`src/rtl/dcppv_pkg.sv`:
```
// Package for the dilated convolution feature core: field widths, fixed-point
// limits, opcodes, register indexes, sequencer states and the tap control beat.
// No dependencies.
package dcppv_pkg;

	localparam int IDX_W    = 10;
	localparam int SMP_W    = 16;
	localparam int BIAS_W   = 32;
	localparam int PROD_W   = 32;
	localparam int ACC_W    = 40;
	localparam int CNT_W    = 11;
	localparam int DIL_W    = 10;
	localparam int PAD_W    = 9;
	localparam int TAPCFG_W = 5;
	localparam int LEN_W    = 11;
	localparam int CFGIDX_W = 2;
	localparam int CFGDAT_W = 11;
	localparam int OP_W     = 2;

	localparam int IN_TDATA_W  = 64;
	localparam int OUT_TDATA_W = 56;

	localparam logic signed [ACC_W-1:0] ACC_MAX = {1'b0, {(ACC_W-1){1'b1}}};
	localparam logic signed [ACC_W-1:0] ACC_MIN = {1'b1, {(ACC_W-1){1'b0}}};
	localparam logic [CNT_W-1:0]        CNT_MAX = '1;

	localparam logic [DIL_W-1:0]    DIL_RST = DIL_W'(1);
	localparam logic [PAD_W-1:0]    PAD_RST = '0;
	localparam logic [TAPCFG_W-1:0] TAP_RST = TAPCFG_W'(9);
	localparam logic [LEN_W-1:0]    LEN_RST = LEN_W'(1024);

	typedef enum logic [OP_W-1:0] {
		OP_WEIGHT = 2'd0,
		OP_BIAS   = 2'd1,
		OP_SAMPLE = 2'd2
	} op_t;

	typedef enum logic [CFGIDX_W-1:0] {
		CFG_DILATION = 2'd0,
		CFG_PADDING  = 2'd1,
		CFG_TAPS     = 2'd2,
		CFG_LENGTH   = 2'd3
	} cfg_reg_t;

	typedef enum logic [2:0] {
		S_IDLE,
		S_SPAN,
		S_PREP,
		S_RUN,
		S_DRAIN,
		S_FLUSH
	} seq_state_t;

	typedef struct packed {
		logic issue;  // one tap multiply-accumulate
		logic inr;    // sample index inside the series
		logic first;  // first tap of a position
		logic last;   // last tap of a position
		logic fin;    // last beat of the whole run
	} tap_ctl_t;

endpackage

```
`src/rtl/dcppv_seq.sv`:
```
// Sequencer: walks output positions and taps, generates memory addresses and
// the tap control beat, and runs the result handoff. Depends on dcppv_pkg.
module dcppv_seq
	import dcppv_pkg::*;
#(
	parameter int MAX_SERIES = 1024,
	parameter int MAX_TAPS   = 16,
	localparam int AW = $clog2(MAX_SERIES),
	localparam int TW = (MAX_TAPS > 1) ? $clog2(MAX_TAPS) : 1
) (
	input  logic                clk,
	input  logic                arst_n,
	input  logic                start,
	input  logic [DIL_W-1:0]    dilation,
	input  logic [PAD_W-1:0]    padding,
	input  logic [TAPCFG_W-1:0] tap_count,
	input  logic [LEN_W-1:0]    series_len,
	input  logic                done,
	input  logic                out_free,
	output logic                idle,
	output logic                clear,
	output logic                emit,
	output tap_ctl_t            ctl,
	output logic [AW-1:0]       x_raddr,
	output logic [TW-1:0]       w_raddr
);

	localparam int TCW = $clog2(MAX_TAPS + 1);
	localparam int LW  = $clog2(MAX_SERIES + 1);
	localparam int SPW = TCW + DIL_W;
	localparam int PSW = ((LW > SPW) ? LW : SPW) + 2;
	localparam int RW  = PSW - 1;
	localparam int SW  = ((LW > PAD_W + 1) ? LW : PAD_W + 1) + 2;

	seq_state_t state_q, state_d;

	logic [SPW-1:0]       span_q;
	logic [RW-1:0]        rem_q;
	logic signed [SW-1:0] s0_q;
	logic signed [SW-1:0] s_q;
	logic [TCW-1:0]       i_q;

	logic [TCW-1:0]        taps_c;
	logic [LW-1:0]         len_c;
	logic signed [PSW-1:0] pos_c;
	logic                  pos_ok;
	logic                  last_tap;
	logic                  in_rng;
	logic                  run_end;

	always_comb begin
		taps_c = (32'(tap_count) > 32'(MAX_TAPS)) ? TCW'(MAX_TAPS) : TCW'(tap_count);
		len_c  = (32'(series_len) > 32'(MAX_SERIES)) ? LW'(MAX_SERIES)
		                                              : LW'(series_len);
		pos_c  = $signed(PSW'(len_c) + PSW'({padding, 1'b0}) - PSW'(span_q));
		pos_ok = !pos_c[PSW-1] && (pos_c != '0);
		last_tap = (taps_c == '0) || (i_q == taps_c - TCW'(1));
		in_rng   = !s_q[SW-1] && (s_q < $signed(SW'(len_c))) && (taps_c != '0);
		run_end  = last_tap && (rem_q == '0);
	end

	// next state
	always_comb begin
		state_d = state_q;
		unique case (state_q)
			S_IDLE:  if (start) state_d = S_SPAN;
			S_SPAN:  state_d = S_PREP;
			S_PREP:  state_d = pos_ok ? S_RUN : S_DRAIN;
			S_RUN:   if (run_end) state_d = S_DRAIN;
			S_DRAIN: if (done) state_d = S_FLUSH;
			S_FLUSH: if (out_free) state_d = S_IDLE;
			default: state_d = S_IDLE;
		endcase
	end

	// outputs
	always_comb begin
		idle  = 1'b0;
		clear = 1'b0;
		emit  = 1'b0;
		ctl   = '0;
		unique case (state_q)
			S_IDLE:  idle = 1'b1;
			S_SPAN:  clear = 1'b1;
			S_PREP:  ctl.fin = !pos_ok;
			S_RUN: begin
				ctl.issue = 1'b1;
				ctl.inr   = in_rng;
				ctl.first = (i_q == '0);
				ctl.last  = last_tap;
				ctl.fin   = run_end;
			end
			S_DRAIN: ;
			S_FLUSH: emit = out_free;
			default: ;
		endcase
	end

	assign x_raddr = s_q[AW-1:0];
	assign w_raddr = i_q[TW-1:0];

	always_ff @(posedge clk or negedge arst_n) begin
		if (!arst_n) begin
			state_q <= S_IDLE;
		end else begin
			state_q <= state_d;
		end
	end

	always_ff @(posedge clk) begin
		case (state_q)
			S_SPAN: begin
				span_q <= (taps_c == '0) ? '0
				        : SPW'(SPW'(taps_c - TCW'(1)) * SPW'(dilation));
			end
			S_PREP: begin
				rem_q <= RW'(pos_c - PSW'(1));
				s0_q  <= SW'(0) - $signed(SW'(padding));
				s_q   <= SW'(0) - $signed(SW'(padding));
				i_q   <= '0;
			end
			S_RUN: begin
				if (last_tap) begin
					if (rem_q != '0) begin
						rem_q <= rem_q - RW'(1);
						s0_q  <= s0_q + SW'(1);
						s_q   <= s0_q + SW'(1);
						i_q   <= '0;
					end
				end else begin
					i_q <= i_q + TCW'(1);
					s_q <= s_q + $signed(SW'(dilation));
				end
			end
			default: ;
		endcase
	end

endmodule

```
`config.mk`:
```
export PLATFORM = sky130hd
export DESIGN_NAME = dcppv_seq
export DESIGN_NICKNAME = d
export VERILOG_FILES = /design/src/rtl/dcppv_pkg.sv /design/src/rtl/dcppv_seq.sv
export SDC_FILE = /design/constraint.sdc
export NUM_CORES = 1
export LEC_CHECK = 0
export ABC_AREA = 1
export BUFFER_PORTS_ARGS = -buffer_cell sky130_fd_sc_hd__buf_2
export CORE_ASPECT_RATIO = 1.5
export CORE_MARGIN = 3
export CORE_UTILIZATION = 67
export CTS_CLUSTER_SIZE = 12
export DETAILED_ROUTE_END_ITERATION = 6
export GPL_ROUTABILITY_DRIVEN = 0
export GPL_TIMING_DRIVEN = 0
export MAX_ROUTING_LAYER = met4
export PLACE_DENSITY = 0.88
export SLEW_MARGIN = 20
export SYNTH_ARGS = -nofsm -noshare
export SYNTH_HDL_FRONTEND = slang
export SYNTH_SLANG_ARGS = --single-unit
```
`constraint.sdc`:
```
create_clock -name clk -period 7.5 [get_ports clk]
set_clock_uncertainty 0.2 [all_clocks]
set_input_delay 0.375 -clock clk [delete_from_list [all_inputs] [get_ports clk]]
set_output_delay 0.375 -clock clk [all_outputs]
set_load 0.05 [all_outputs]
```
==> flow_metrics.tcl <==
set metrics [dict create \
    outcome "completed" \
    slowest_stage "fa_1" \
    rsz0062_at_grt "false" \
    yosysTopAreaCell "edfxtp_1" \
    worst_slack_ns 2.086 \
    synthAdderAreaFrac_pct 23.45 \
    grt_remaining_overflow 0 \
    synth_top_family_by_area "simple AND/OR/NAND/NOR gates" \
    synth.area.mux_share_pct 0.1308 \
    port_buffers 61 \
    slowest_delay_ns 0.54 \
    viasPerCell 5.684 \
    drc 0 \
    num_antenna_cells 0 \
    wl_met2_mm 9.864 \
    max_cap_violations 0 \
    die_width_um 93.25 \
    grt_first_pass_wirelength_mm 31.94 \
    worstSetupEndpointType "register" \
    p_leak_nw 4.344 \
    hold_class "input port to async pin" \
    slew_violations 0 \
    startpoint_type "input port" \
    wl_met3_mm 1.637 \
    tightestPinTransition_ns 0.8227 \
    place_hpwl_mm 15.70 \
    layout-drive-gt1-share_pct 11.59 \
    rr_endpoint "rem_q[12]$_DFFE_PP_" \
    netlist_instances 1024 \
    synthDistinctLibCells 48 \
    synth_xor_area_share_pct 3.664 \
    hold_viol_final 0 \
    initial_core_util_pct 68.83 \
    synth_edf_count 62 \
    crit_fanout 8 \
    die_area_mm2 0.01276 \
    crit_type "input port to register" \
    synth-async-reset-ratio_pct 4.615 \
    drtAntennaViolNets 0 \
    drt-wirelength-per-cell_um 15.68 \
    path_clk_slew_ns 0.07 \
    row_count 47 \
    period_needed_ns 5.414 \
    yosys_register_bits 65 \
    dp_worst_setup_slack_ns 1.841 \
    clock_latency_ns 0.34 \
    min_period_over_period_pct 72.18 \
    critPathArrivalTime_ns 5.30 \
    synthSimpleGateAreaFrac_pct 26.05 \
    nets 1256 \
    fin_cells 1251 \
    dr.max_layer_used "met4" \
    cts_tree "yes" \
    rrSetupSlack_ns 4.04 \
    core_mm2 0.01111 \
    track_usage_pct 33.08 \
    wl_mm 19.61 \
    postLayoutCoreUtil_pct 76.51 \
    required_ns 7.38 \
    vias 7111 \
    path_common_cell "inv_1" \
    cts_sinks 65 \
    cts-root-buf "clkbuf_16" \
    peakVddDrop_v 0.0001854 \
    numCtsBuffers 9 \
    syn2layout_area_growth_pct 11.15 \
    synth_area_mm2 0.007650 \
    r2r_cells 19 \
    drt-met1-wl_mm 6.961 \
    fp.dieH_um 136.9 \
    grt_max_degree 19 \
    power_w 0.003221 \
    htreeDepth 3 \
    setup_viol 0 \
    max_freq_ghz 0.1847 \
    ys_seq_area_share_pct 25.32 \
    yosysTopAreaCellShare_pct 24.34 \
    clock_path_buffers 2 \
    antenna_found_initial 0 \
    synth_compound_gate_area_share_pct 9.699 \
    fin_setup_tns_ns 0 \
    p_per_area_mw_per_mm2 378.7 \
    drt-pass1-iter-count 5 \
    num_io_pins 62 \
    cts_resized 0 \
    hold_buffers 1 \
    grt_pass1_vias 6859 \
    drtIter0Drc 534 \
    synthFlopType "edfxtp_1" \
    placed_cells 1234 \
    post_cts_buffers 0 \
    synth.net_count 1181 \
    syn_avg_cell_area_um2 7.471 \
    rr_startpoint "span_q[1]$_SDFFCE_PP0P_" \
    synth.area.top_cells "edfxtp_1, ha_1, fa_1" \
    max_slew_margin_pct 45.02 \
    ys_warn_count 0 \
]
[registers in the layout, indices dropped and copies added, names as in the netlist]
| signal | flops |
|---|---|
| rem_q | 16 |
| s0_q | 13 |
| state_q | 3 |
| i_q | 5 |
| s_q | 13 |
| span_q | 15 |
[layout by cell type, fill, tap and decap left out, types with 4 or more instances in the layout]
cell	count
a21oi_1	44
a31oi_1	10
buf_2	64
buf_4	17
clkbuf_16	9
edfxtp_1	62
fa_1	44
ha_1	73
inv_1	193
nand2_1	209
nand2_2	8
nand3_1	54
nand3b_1	4
nand4_1	13
nor2_1	130
nor2_4	4
nor3_1	21
o21ai_0	44
o21bai_1	4
o221ai_1	4
xnor2_1	9
xor2_1	23
[Yosys cell counts (all sizes together), types with 4 or more instances]
cell type / number
edfxtp: 62
nand3b: 4
a21oi: 44
nor4: 4
o221ai: 4
nor3: 24
xor2: 23
inv: 194
nand4: 13
nand2: 217
buf: 20
o21bai: 5
ha: 73
nor2: 137
nand3: 57
o21ai: 50
a31oi: 10
xnor2: 9
fa: 44
[area by class of cell]
| cell class | instances | area, um2 |
|---|---|---|
| clock inverters | 7 | 77.57 |
| repair buffers | 64 | 350.3 |
| flip-flops and latches | 65 | 1937 |
| inverters | 196 | 735.7 |
| fillers | 797 | 2611 |
| well taps | 147 | 183.9 |
| clock buffers | 9 | 225.2 |
| multi-input cells | 740 | 4836 |
| plain buffers | 23 | 157.7 |
[worst max-delay path by stage]
| stage | start | endpoint | slack (ns) |
|---|---|---|---|
| after global routing | tap_count[4] | span_q[13]$_SDFFCE_PP0P_ | 1.67 |
| after detailed placement | tap_count[4] | span_q[13]$_SDFFCE_PP0P_ | 1.84 |
| after global placement | tap_count[4] | rem_q[15]$_DFFE_PP_ | 1.58 |
| after CTS | tap_count[4] | span_q[13]$_SDFFCE_PP0P_ | 2.14 |
| final | tap_count[4] | span_q[13]$_SDFFCE_PP0P_ | 2.09 |
| after floorplan | tap_count[4] | span_q[13]$_SDFFCE_PP0P_ | 2.50 |
[stage by stage]
step | hold slack (ns) | instance area (um2)
4_1_cts | 0.1471 | 8503
3_3_place_gp | -0.02942 | 8139
2_1_floorplan | -0.1206 | 7650
3_5_place_dp | -0.02857 | 8190
5_1_grt | 0.1509 | 8503
6_report | 0.1434 | 8503
[worst max-delay path, delay by kind of cell]
kind                     cells  cell delay, ns
AO/OA/AOI/OAI                4            0.74
adder cells (fa/ha/maj)      6            2.55
AND/OR/NAND/NOR              9            0.96
buffers and inverters        7            0.68
[power by group]
part	total [W]	internal (W)	switching [W]	leakage, nW
Combinational	0.00204	0.000711	0.00133	3.59
Sequential	0.000747	0.000635	0.000112	0.605
Clock	0.000433	0.000260	0.000172	0.146
[cells by family after synthesis]
| family | Yosys count |
|---|---|
| DFF | 65 |
| AOI/OAI and AO/OA | 129 |
| xor gates and xnor gates | 32 |
| and+or+nand+nor | 461 |
| buffers and inverters | 219 |
| adders and majority gates | 117 |
| muxes | 1 |
[routing by layer]
metal,track usage [%],up-vias
li1,-,3454
met1,37.98,3225
met2,54.83,343
met3,5.281,89
met4,18.58,0
met5,-,-
No activity file was read; power rests on OpenSTA's default activity.
