`src/rtl/dcppv_pkg.sv`:
```
// Package for the dilated convolution feature core: field widths, fixed-point
// limits, opcodes, register indexes, sequencer states and the tap control beat.
// No dependencies.
package dcppv_pkg;

	localparam int IDX_W    = 10;
	localparam int SMP_W    = 16;
	localparam int BIAS_W   = 32;
	localparam int PROD_W   = 32;
	localparam int ACC_W    = 40;
	localparam int CNT_W    = 11;
	localparam int DIL_W    = 10;
	localparam int PAD_W    = 9;
	localparam int TAPCFG_W = 5;
	localparam int LEN_W    = 11;
	localparam int CFGIDX_W = 2;
	localparam int CFGDAT_W = 11;
	localparam int OP_W     = 2;

	localparam int IN_TDATA_W  = 64;
	localparam int OUT_TDATA_W = 56;

	localparam logic signed [ACC_W-1:0] ACC_MAX = {1'b0, {(ACC_W-1){1'b1}}};
	localparam logic signed [ACC_W-1:0] ACC_MIN = {1'b1, {(ACC_W-1){1'b0}}};
	localparam logic [CNT_W-1:0]        CNT_MAX = '1;

	localparam logic [DIL_W-1:0]    DIL_RST = DIL_W'(1);
	localparam logic [PAD_W-1:0]    PAD_RST = '0;
	localparam logic [TAPCFG_W-1:0] TAP_RST = TAPCFG_W'(9);
	localparam logic [LEN_W-1:0]    LEN_RST = LEN_W'(1024);

	typedef enum logic [OP_W-1:0] {
		OP_WEIGHT = 2'd0,
		OP_BIAS   = 2'd1,
		OP_SAMPLE = 2'd2
	} op_t;

	typedef enum logic [CFGIDX_W-1:0] {
		CFG_DILATION = 2'd0,
		CFG_PADDING  = 2'd1,
		CFG_TAPS     = 2'd2,
		CFG_LENGTH   = 2'd3
	} cfg_reg_t;

	typedef enum logic [2:0] {
		S_IDLE,
		S_SPAN,
		S_PREP,
		S_RUN,
		S_DRAIN,
		S_FLUSH
	} seq_state_t;

	typedef struct packed {
		logic issue;  // one tap multiply-accumulate
		logic inr;    // sample index inside the series
		logic first;  // first tap of a position
		logic last;   // last tap of a position
		logic fin;    // last beat of the whole run
	} tap_ctl_t;

endpackage

```
`src/rtl/dcppv_mac.sv`:
```
// Shared multiply-accumulate unit with 40-bit saturation, followed by the
// positive-count and running-max stage. Depends on dcppv_pkg.
module dcppv_mac
	import dcppv_pkg::*;
(
	input  logic                     clk,
	input  logic                     arst_n,
	input  logic                     clear,
	input  tap_ctl_t                 ctl,
	input  logic signed [SMP_W-1:0]  w_rdata,
	input  logic signed [SMP_W-1:0]  x_rdata,
	input  logic signed [BIAS_W-1:0] bias,
	output logic                     done,
	output logic [CNT_W-1:0]         count,
	output logic signed [ACC_W-1:0]  max_resp
);

	tap_ctl_t ctl_s1, ctl_s2, ctl_s3;

	logic signed [PROD_W-1:0] prod_c;
	logic signed [PROD_W-1:0] prod_s2;
	logic signed [ACC_W-1:0]  acc_s3;
	logic signed [ACC_W-1:0]  base_c;
	logic signed [ACC_W:0]    sum_c;
	logic signed [ACC_W-1:0]  sat_c;
	logic [CNT_W-1:0]         count_q;
	logic signed [ACC_W-1:0]  max_q;
	logic                     done_q;

	always_comb begin
		prod_c = w_rdata * x_rdata;
		base_c = ctl_s2.first ? ACC_W'(bias) : acc_s3;
		sum_c  = (ACC_W + 1)'(base_c) + (ACC_W + 1)'(prod_s2);
		if (sum_c[ACC_W] != sum_c[ACC_W-1]) begin
			sat_c = sum_c[ACC_W] ? ACC_MIN : ACC_MAX;
		end else begin
			sat_c = sum_c[ACC_W-1:0];
		end
	end

	always_ff @(posedge clk or negedge arst_n) begin
		if (!arst_n) begin
			ctl_s1 <= '0;
			ctl_s2 <= '0;
			ctl_s3 <= '0;
			done_q <= 1'b0;
		end else begin
			ctl_s1 <= ctl;
			ctl_s2 <= ctl_s1;
			ctl_s3 <= ctl_s2;
			done_q <= ctl_s3.fin;
		end
	end

	always_ff @(posedge clk) begin
		prod_s2 <= ctl_s1.inr ? prod_c : '0;
		if (ctl_s2.issue) begin
			acc_s3 <= sat_c;
		end
	end

	always_ff @(posedge clk or negedge arst_n) begin
		if (!arst_n) begin
			count_q <= '0;
			max_q   <= ACC_MIN;
		end else if (clear) begin
			count_q <= '0;
			max_q   <= ACC_MIN;
		end else if (ctl_s3.issue && ctl_s3.last) begin
			if (!acc_s3[ACC_W-1] && (acc_s3 != '0) && (count_q != CNT_MAX)) begin
				count_q <= count_q + CNT_W'(1);
			end
			if (acc_s3 > max_q) begin
				max_q <= acc_s3;
			end
		end
	end

	assign done     = done_q;
	assign count    = count_q;
	assign max_resp = max_q;

endmodule

```
`config.mk`:
```
export PLATFORM = sky130hd
export DESIGN_NAME = dcppv_mac
export DESIGN_NICKNAME = d
export VERILOG_FILES = /design/src/rtl/dcppv_pkg.sv /design/src/rtl/dcppv_mac.sv
export SDC_FILE = /design/constraint.sdc
export NUM_CORES = 1
export LEC_CHECK = 0
export BUFFER_PORTS_ARGS = -buffer_cell sky130_fd_sc_hd__buf_2
export CAP_MARGIN = 20
export CORE_MARGIN = 3
export CORE_UTILIZATION = 57
export CTS_CLUSTER_DIAMETER = 50
export DETAILED_ROUTE_END_ITERATION = 8
export HOLD_SLACK_MARGIN = 0.05
export MAX_ROUTING_LAYER = met4
export PLACE_DENSITY = 0.76
export SYNTH_ARGS = -nofsm -noshare
export SYNTH_HDL_FRONTEND = slang
export SYNTH_SLANG_ARGS = --single-unit
```
`constraint.sdc`:
```
create_clock -name clk -period 6 [get_ports clk]
set_input_delay 0.3 -clock clk [delete_from_list [all_inputs] [get_ports clk]]
set_output_delay 0.3 -clock clk [all_outputs]
set_load 0.005 [all_outputs]
```
==> results of run 1 <==
-- cell families after synthesis --
group	after synthesis	synth area share [%]
mux	71	4.024
flops	136	18.55
compound gates	300	10.65
fa+ha+maj	429	39.51
buf+inv	449	9.375
simple gates	526	14.39
xor+xnor	72	3.498
-- metal layers --
layer and track usage, %:
met5 -, met1 34.08, met3 2.593, met2 40.37, met4 7.386
-- Yosys cell counts, drive strengths merged, types with 12 or more instances --
| cell | count |
|---|---|
| a21o | 49 |
| a21oi | 100 |
| and2 | 153 |
| and3 | 12 |
| buf | 15 |
| clkbuf | 51 |
| dfrtp | 63 |
| dfxtp | 32 |
| edfxtp | 40 |
| fa | 263 |
| ha | 163 |
| inv | 383 |
| mux2 | 29 |
| mux2i | 42 |
| nand2 | 169 |
| nand3 | 15 |
| nand4 | 19 |
| nor2 | 92 |
| nor3 | 16 |
| o21ai | 77 |
| xnor2 | 37 |
| xor2 | 35 |
-- repair_timing --
item | in CTS | in global routing
hold buffers | 5 | 0
gates resized for setup | 0 | 1
hold endpoints to repair | 5 | 0
setup endpoints to repair | 0 | 1
-- stage by stage --
stage / worst slack [ps] / util, %
after floorplan: 9.888 / -
after global placement: -51.74 / 63.17
after detailed placement: -120.6 / 63.23
after CTS: 325.0 / 65.26
after global routing: 21.63 / 65.26
==> qor.csv, run 1 <==
stage,metric,value,unit
yosys,Post-synth EDFFs,40,
clocking,CTS buffer count,17,
yosys,dominant synthesized flop cell,dfrtp_1,
yosys,largest cells by area after synthesis,"fa_1 (28%), ha_1 (11%), dfrtp_1 (8.5%), inv_1 (7.7%), edfxtp_1 (6.5%)",
yosys,Synthesis Warnings,0,
clocking,clk sinks,136,
placement,Area after DPL,0.02011,mm^2
timing,worst setup endpoint GRT,prod_s2[30]$_SDFF_PN0_/D,
timing,Worst EP Category,register input,
clocking,# Post-CTS Setup Buffers,0,
clocking,CTS Buffer Depth,2,
placement,hpwl dp,34.78,mm
status,first error,[ERROR DRT-0255] Maze Route cannot find path of net clk in worker of routeBox ( 144900 0 ) ( 186465 48300 ).,
yosys,Synth top area share,28.36,%
grt,first-pass GRT wire length,70.24,mm
placement,IO buf count,123,
die,row cnt,65,
clocking,H-tree depth,4,
yosys,post-synth cell types,80,
grt,antenna violations before repair,0,
grt,vias in the first global route,14420,
grt,pin count of the biggest net entering global routing,65,
grt,Tot GR Track Use,25.07,%
placement,gpl congestion,0.9086,
yosys,register area share after synthesis,18.55,%
die,Initial Utilization,58.38,%
die,I/O pins,124,
die,Chip Height,186.5,um
yosys,Seq cells post-synth,136,
die,die width,186.5,um
yosys,async set-reset flop share out of synthesis,47.06,%
placement,Placed Cells,2564,
yosys,Synth Area per Inst,9.362,um^2
yosys,cells after synthesis,1983,
yosys,Syn Nets,2481,
clocking,CTS root buf,clkbuf_16,
status,failing step,detailed routing,
grt,total gr overflow,0,
status,status,aborted with a tool error,
yosys,Synth area leader,fa_1,
yosys,cell area after synthesis,0.01856,mm^2
==> run 2: changes to the inputs <==
--- a/config.mk
+++ b/config.mk
@@ -8,12 +8,9 @@
 export BUFFER_PORTS_ARGS = -buffer_cell sky130_fd_sc_hd__buf_2
 export CAP_MARGIN = 20
 export CORE_MARGIN = 3
-export CORE_UTILIZATION = 57
-export CTS_CLUSTER_DIAMETER = 50
+export CORE_UTILIZATION = 40
 export DETAILED_ROUTE_END_ITERATION = 8
-export HOLD_SLACK_MARGIN = 0.05
-export MAX_ROUTING_LAYER = met4
-export PLACE_DENSITY = 0.76
+export PLACE_DENSITY_LB_ADDON = 0.15
 export SYNTH_ARGS = -nofsm -noshare
 export SYNTH_HDL_FRONTEND = slang
 export SYNTH_SLANG_ARGS = --single-unit
==> qor.csv, run 2 <==
stage,metric,value,unit,change
drt,DRC violations left,0,,
timing,RSZ-0062 raised after global routing,false,,
drt,via count,13653,,
yosys,register area share after synthesis,18.55,%,unchanged
placement,Placement Setup Slack,-178.9,ps,was -120.6 ps
timing,Slew @ Worst Pin,1060,ps,
clocking,hold buffer count at cts,6,,was 5
timing,max-slew violation count,0,,
yosys,Synth top area share,28.36,%,unchanged
yosys,largest cells by area after synthesis,"fa_1 (28%), ha_1 (11%), dfrtp_1 (8.5%), inv_1 (7.7%), edfxtp_1 (6.5%)",,unchanged
yosys,Seq cells post-synth,136,,unchanged
final_layout,share of post-route cells with drive strength above 1,15.32,%,
final_layout,most frequent cells in the layout,"inv_1 (383), fa_1 (261), nand2_1 (168)",,
grt,pin count of the biggest net entering global routing,55,,was 65
clocking,cts repair resizes,0,,unchanged
die,die width,221.4,um,was 186.5 um
yosys,dominant synthesized flop cell,dfrtp_1,,unchanged
timing,Setup Skew,11.47,ps,
yosys,Syn Nets,2481,,unchanged
placement,hpwl dp,37.88,mm,was 34.78 mm
die,die area,0.04903,mm^2,
clocking,# Post-CTS Setup Buffers,0,,unchanged
status,status,"finished, final reports clean",,was aborted with a tool error
grt,first-pass GRT wire length,75.18,mm,was 70.24 mm
placement,gpl congestion,0.8551,,was 0.9086
grt,antenna violations before repair,1,,was 0
placement,Area after DPL,0.02046,mm^2,was 0.02011 mm^2
final_layout,"most common cell after layout, fill and taps aside",inv_1,,
yosys,Synth area leader,fa_1,,unchanged
die,Chip Height,221.4,um,was 186.5 um
clocking,H-tree depth,4,,unchanged
timing,final setup fails,0,,
drt,Final ANT Viol Nets,0,,
final_layout,Fillers,4392,,
clocking,CTS Buffer Depth,2,,unchanged
flow_run,Max Cap Viol,0,,
clocking,CTS tree,yes,,
grt,vias in the first global route,14686,,was 14420
timing,Hold Fails Final Rpt,0,,
yosys,cells after synthesis,1983,,unchanged
clocking,Clock Pin Slew Worst Setup and Hold Paths,60,ps,
setup_path,Setup crit start kind,input pin,,
yosys,Synth Area per Inst,9.362,um^2,unchanged
final_layout,number of antenna diodes,0,,
setup_path,CP max FO,16,,
timing,slew margin rel.,29.36,%,
worst_hold_path,HP Class,in2async,,
setup_path,"Req. time, crit path",6320,ps,
yosys,cell area after synthesis,0.01856,mm^2,unchanged
clocking,CTS root buf,clkbuf_16,,unchanged
final_layout,sequential cell area,0.003445,mm^2,
placement,IO buf count,123,,unchanged
grt,Tot GR Track Use,18.70,%,was 25.07%
final_layout,area grow syn2layout,13.82,%,
drt,final WL,44.52,mm,
clocking,clk sinks,136,,unchanged
yosys,Post-synth EDFFs,40,,unchanged
die,Core Area,0.04558,mm^2,
drt,via-per-instance ratio,4.899,,
die,I/O pins,124,,unchanged
drt,Initial DRC Count,664,,
yosys,Commonest cells post-synth,"inv_1 (383), fa_1 (263), nand2_1 (168)",,unchanged
drt,routed len/inst,15.97,um,
clocking,CTS buffer count,17,,unchanged
yosys,Synthesis Warnings,0,,unchanged
final_layout,area taken by multi-input logic gates,0.01339,mm^2,
yosys,"count leader, synth",inv_1,,unchanged
yosys,simple-gate portion of the synthesized area,14.39,%,unchanged
final_layout,Final Cell Area,0.02113,mm^2,
die,Initial Utilization,40.73,%,was 58.38%
timing,f_max,175.6,MHz,
timing,period utilisation layout,94.90,%,
setup_path,arrival time at the worst endpoint,6020,ps,
grt,total gr overflow,0,,unchanged
yosys,main combinational cell family by area after synthesis,adder cells,,unchanged
drt,DR pass1 iterations,5,,
setup_path,endpoint class of the critical path,flop,,
yosys,Post-Synth XOR/XNOR Area,3.498,%,unchanged
final_layout,layout net count,2672,,
timing,post-route minimum period,5694,ps,
die,row cnt,78,,was 65
clocking,"Clk Latency, worst-skew pair",440,ps,
yosys,compound-gate portion of the synthesized area,10.65,%,unchanged
timing,final setup margin,306.1,ps,
yosys,post-synthesis mux area share,4.024,%,unchanged
yosys,async set-reset flop share out of synthesis,47.06,%,unchanged
yosys,Post-Synth Adder-Cell Area,39.51,%,unchanged
setup_path,kind of critical path,in2reg,,
yosys,post-synth cell types,80,,unchanged
==> run 2: cell counts after synthesis <==
Identical to the previous run, type by type.
==> run 2: critical path, cell delays in order <==
cell and delay [ps]:
buf_2 180, and2_1 210, fa_2 660, fa_2 530, fa_1 570, fa_1 440, fa_1 550, inv_1 60
fa_1 530, inv_1 40, ha_1 310, a21o_1 170, a21o_1 170, a21o_1 180, or4_1 420, a31oi_2 190
o21bai_1 100, a21oi_1 180, xnor2_1 80, and2_1 150
==> run 2: logic make-up after synthesis <==
family          count (synthesis)
compound gates                300
xor+xnor                       72
fa+ha+maj                     429
buf+inv                       449
flops                         136
mux                            71
simple gates                  526
==> run 2: path summary, 6_finish.rpt <==
| path | from | slack (ps) | end | cells after the start |
|---|---|---|---|---|
| worst max-delay path | w_rdata[15] | 310 | prod_s2[30]$_SDFF_PN0_ | 20 |
| worst min-delay path | arst_n | 300 | ctl_s1[2]$_DFF_PN0_ | 2 |
| worst max register to register | ctl_s2[2]$_DFF_PN0_ | 1580 | acc_s3[38]$_DFFE_PP_ | 13 |
| worst min register to register | ctl_s1[4]$_DFF_PN0_ | 350 | ctl_s2[4]$_DFF_PN0_ | 0 |
| max in group asynchronous | arst_n | 4720 | max_resp[30]$_DFFE_PN0P_ | 3 |
| min in group clk | x_rdata[0] | 320 | prod_s2[0]$_SDFF_PN0_ | 2 |
==> run 2: final cells by class <==
class	instances	area share (%)
inverters	383	6.804
multi-input cells	1398	63.35
clock buffers	20	2.215
clock inverters	12	0.6455
well taps	600	3.553
flip-flops and latches	136	16.30
repair buffers	238	7.130
==> run 2: through the flow <==
stage	TNS, ps	hold slack (ps)	util, %	instances
final	0	304.2	46.36	2787
after global placement	-286.1	237.2	44.90	2749
after floorplan	0	4.409	-	1983
after global routing	0	304.2	46.36	2787
after CTS	0	290.6	46.36	2787
after detailed placement	-493.9	237.9	44.90	2749
==> run 2: routing by layer <==
layer,GRT usage [%],part of all wire (%),vias up
met5,0,0.029,-
met4,4.499,1.5,2
met3,2.215,3.3,36
met2,30.99,46,257
met1,26.32,49,6646
li1,-,-,6712
Power of run 2 is not shown: default switching activity piles up to over one toggle a cycle in this logic, so the estimate is an artifact.
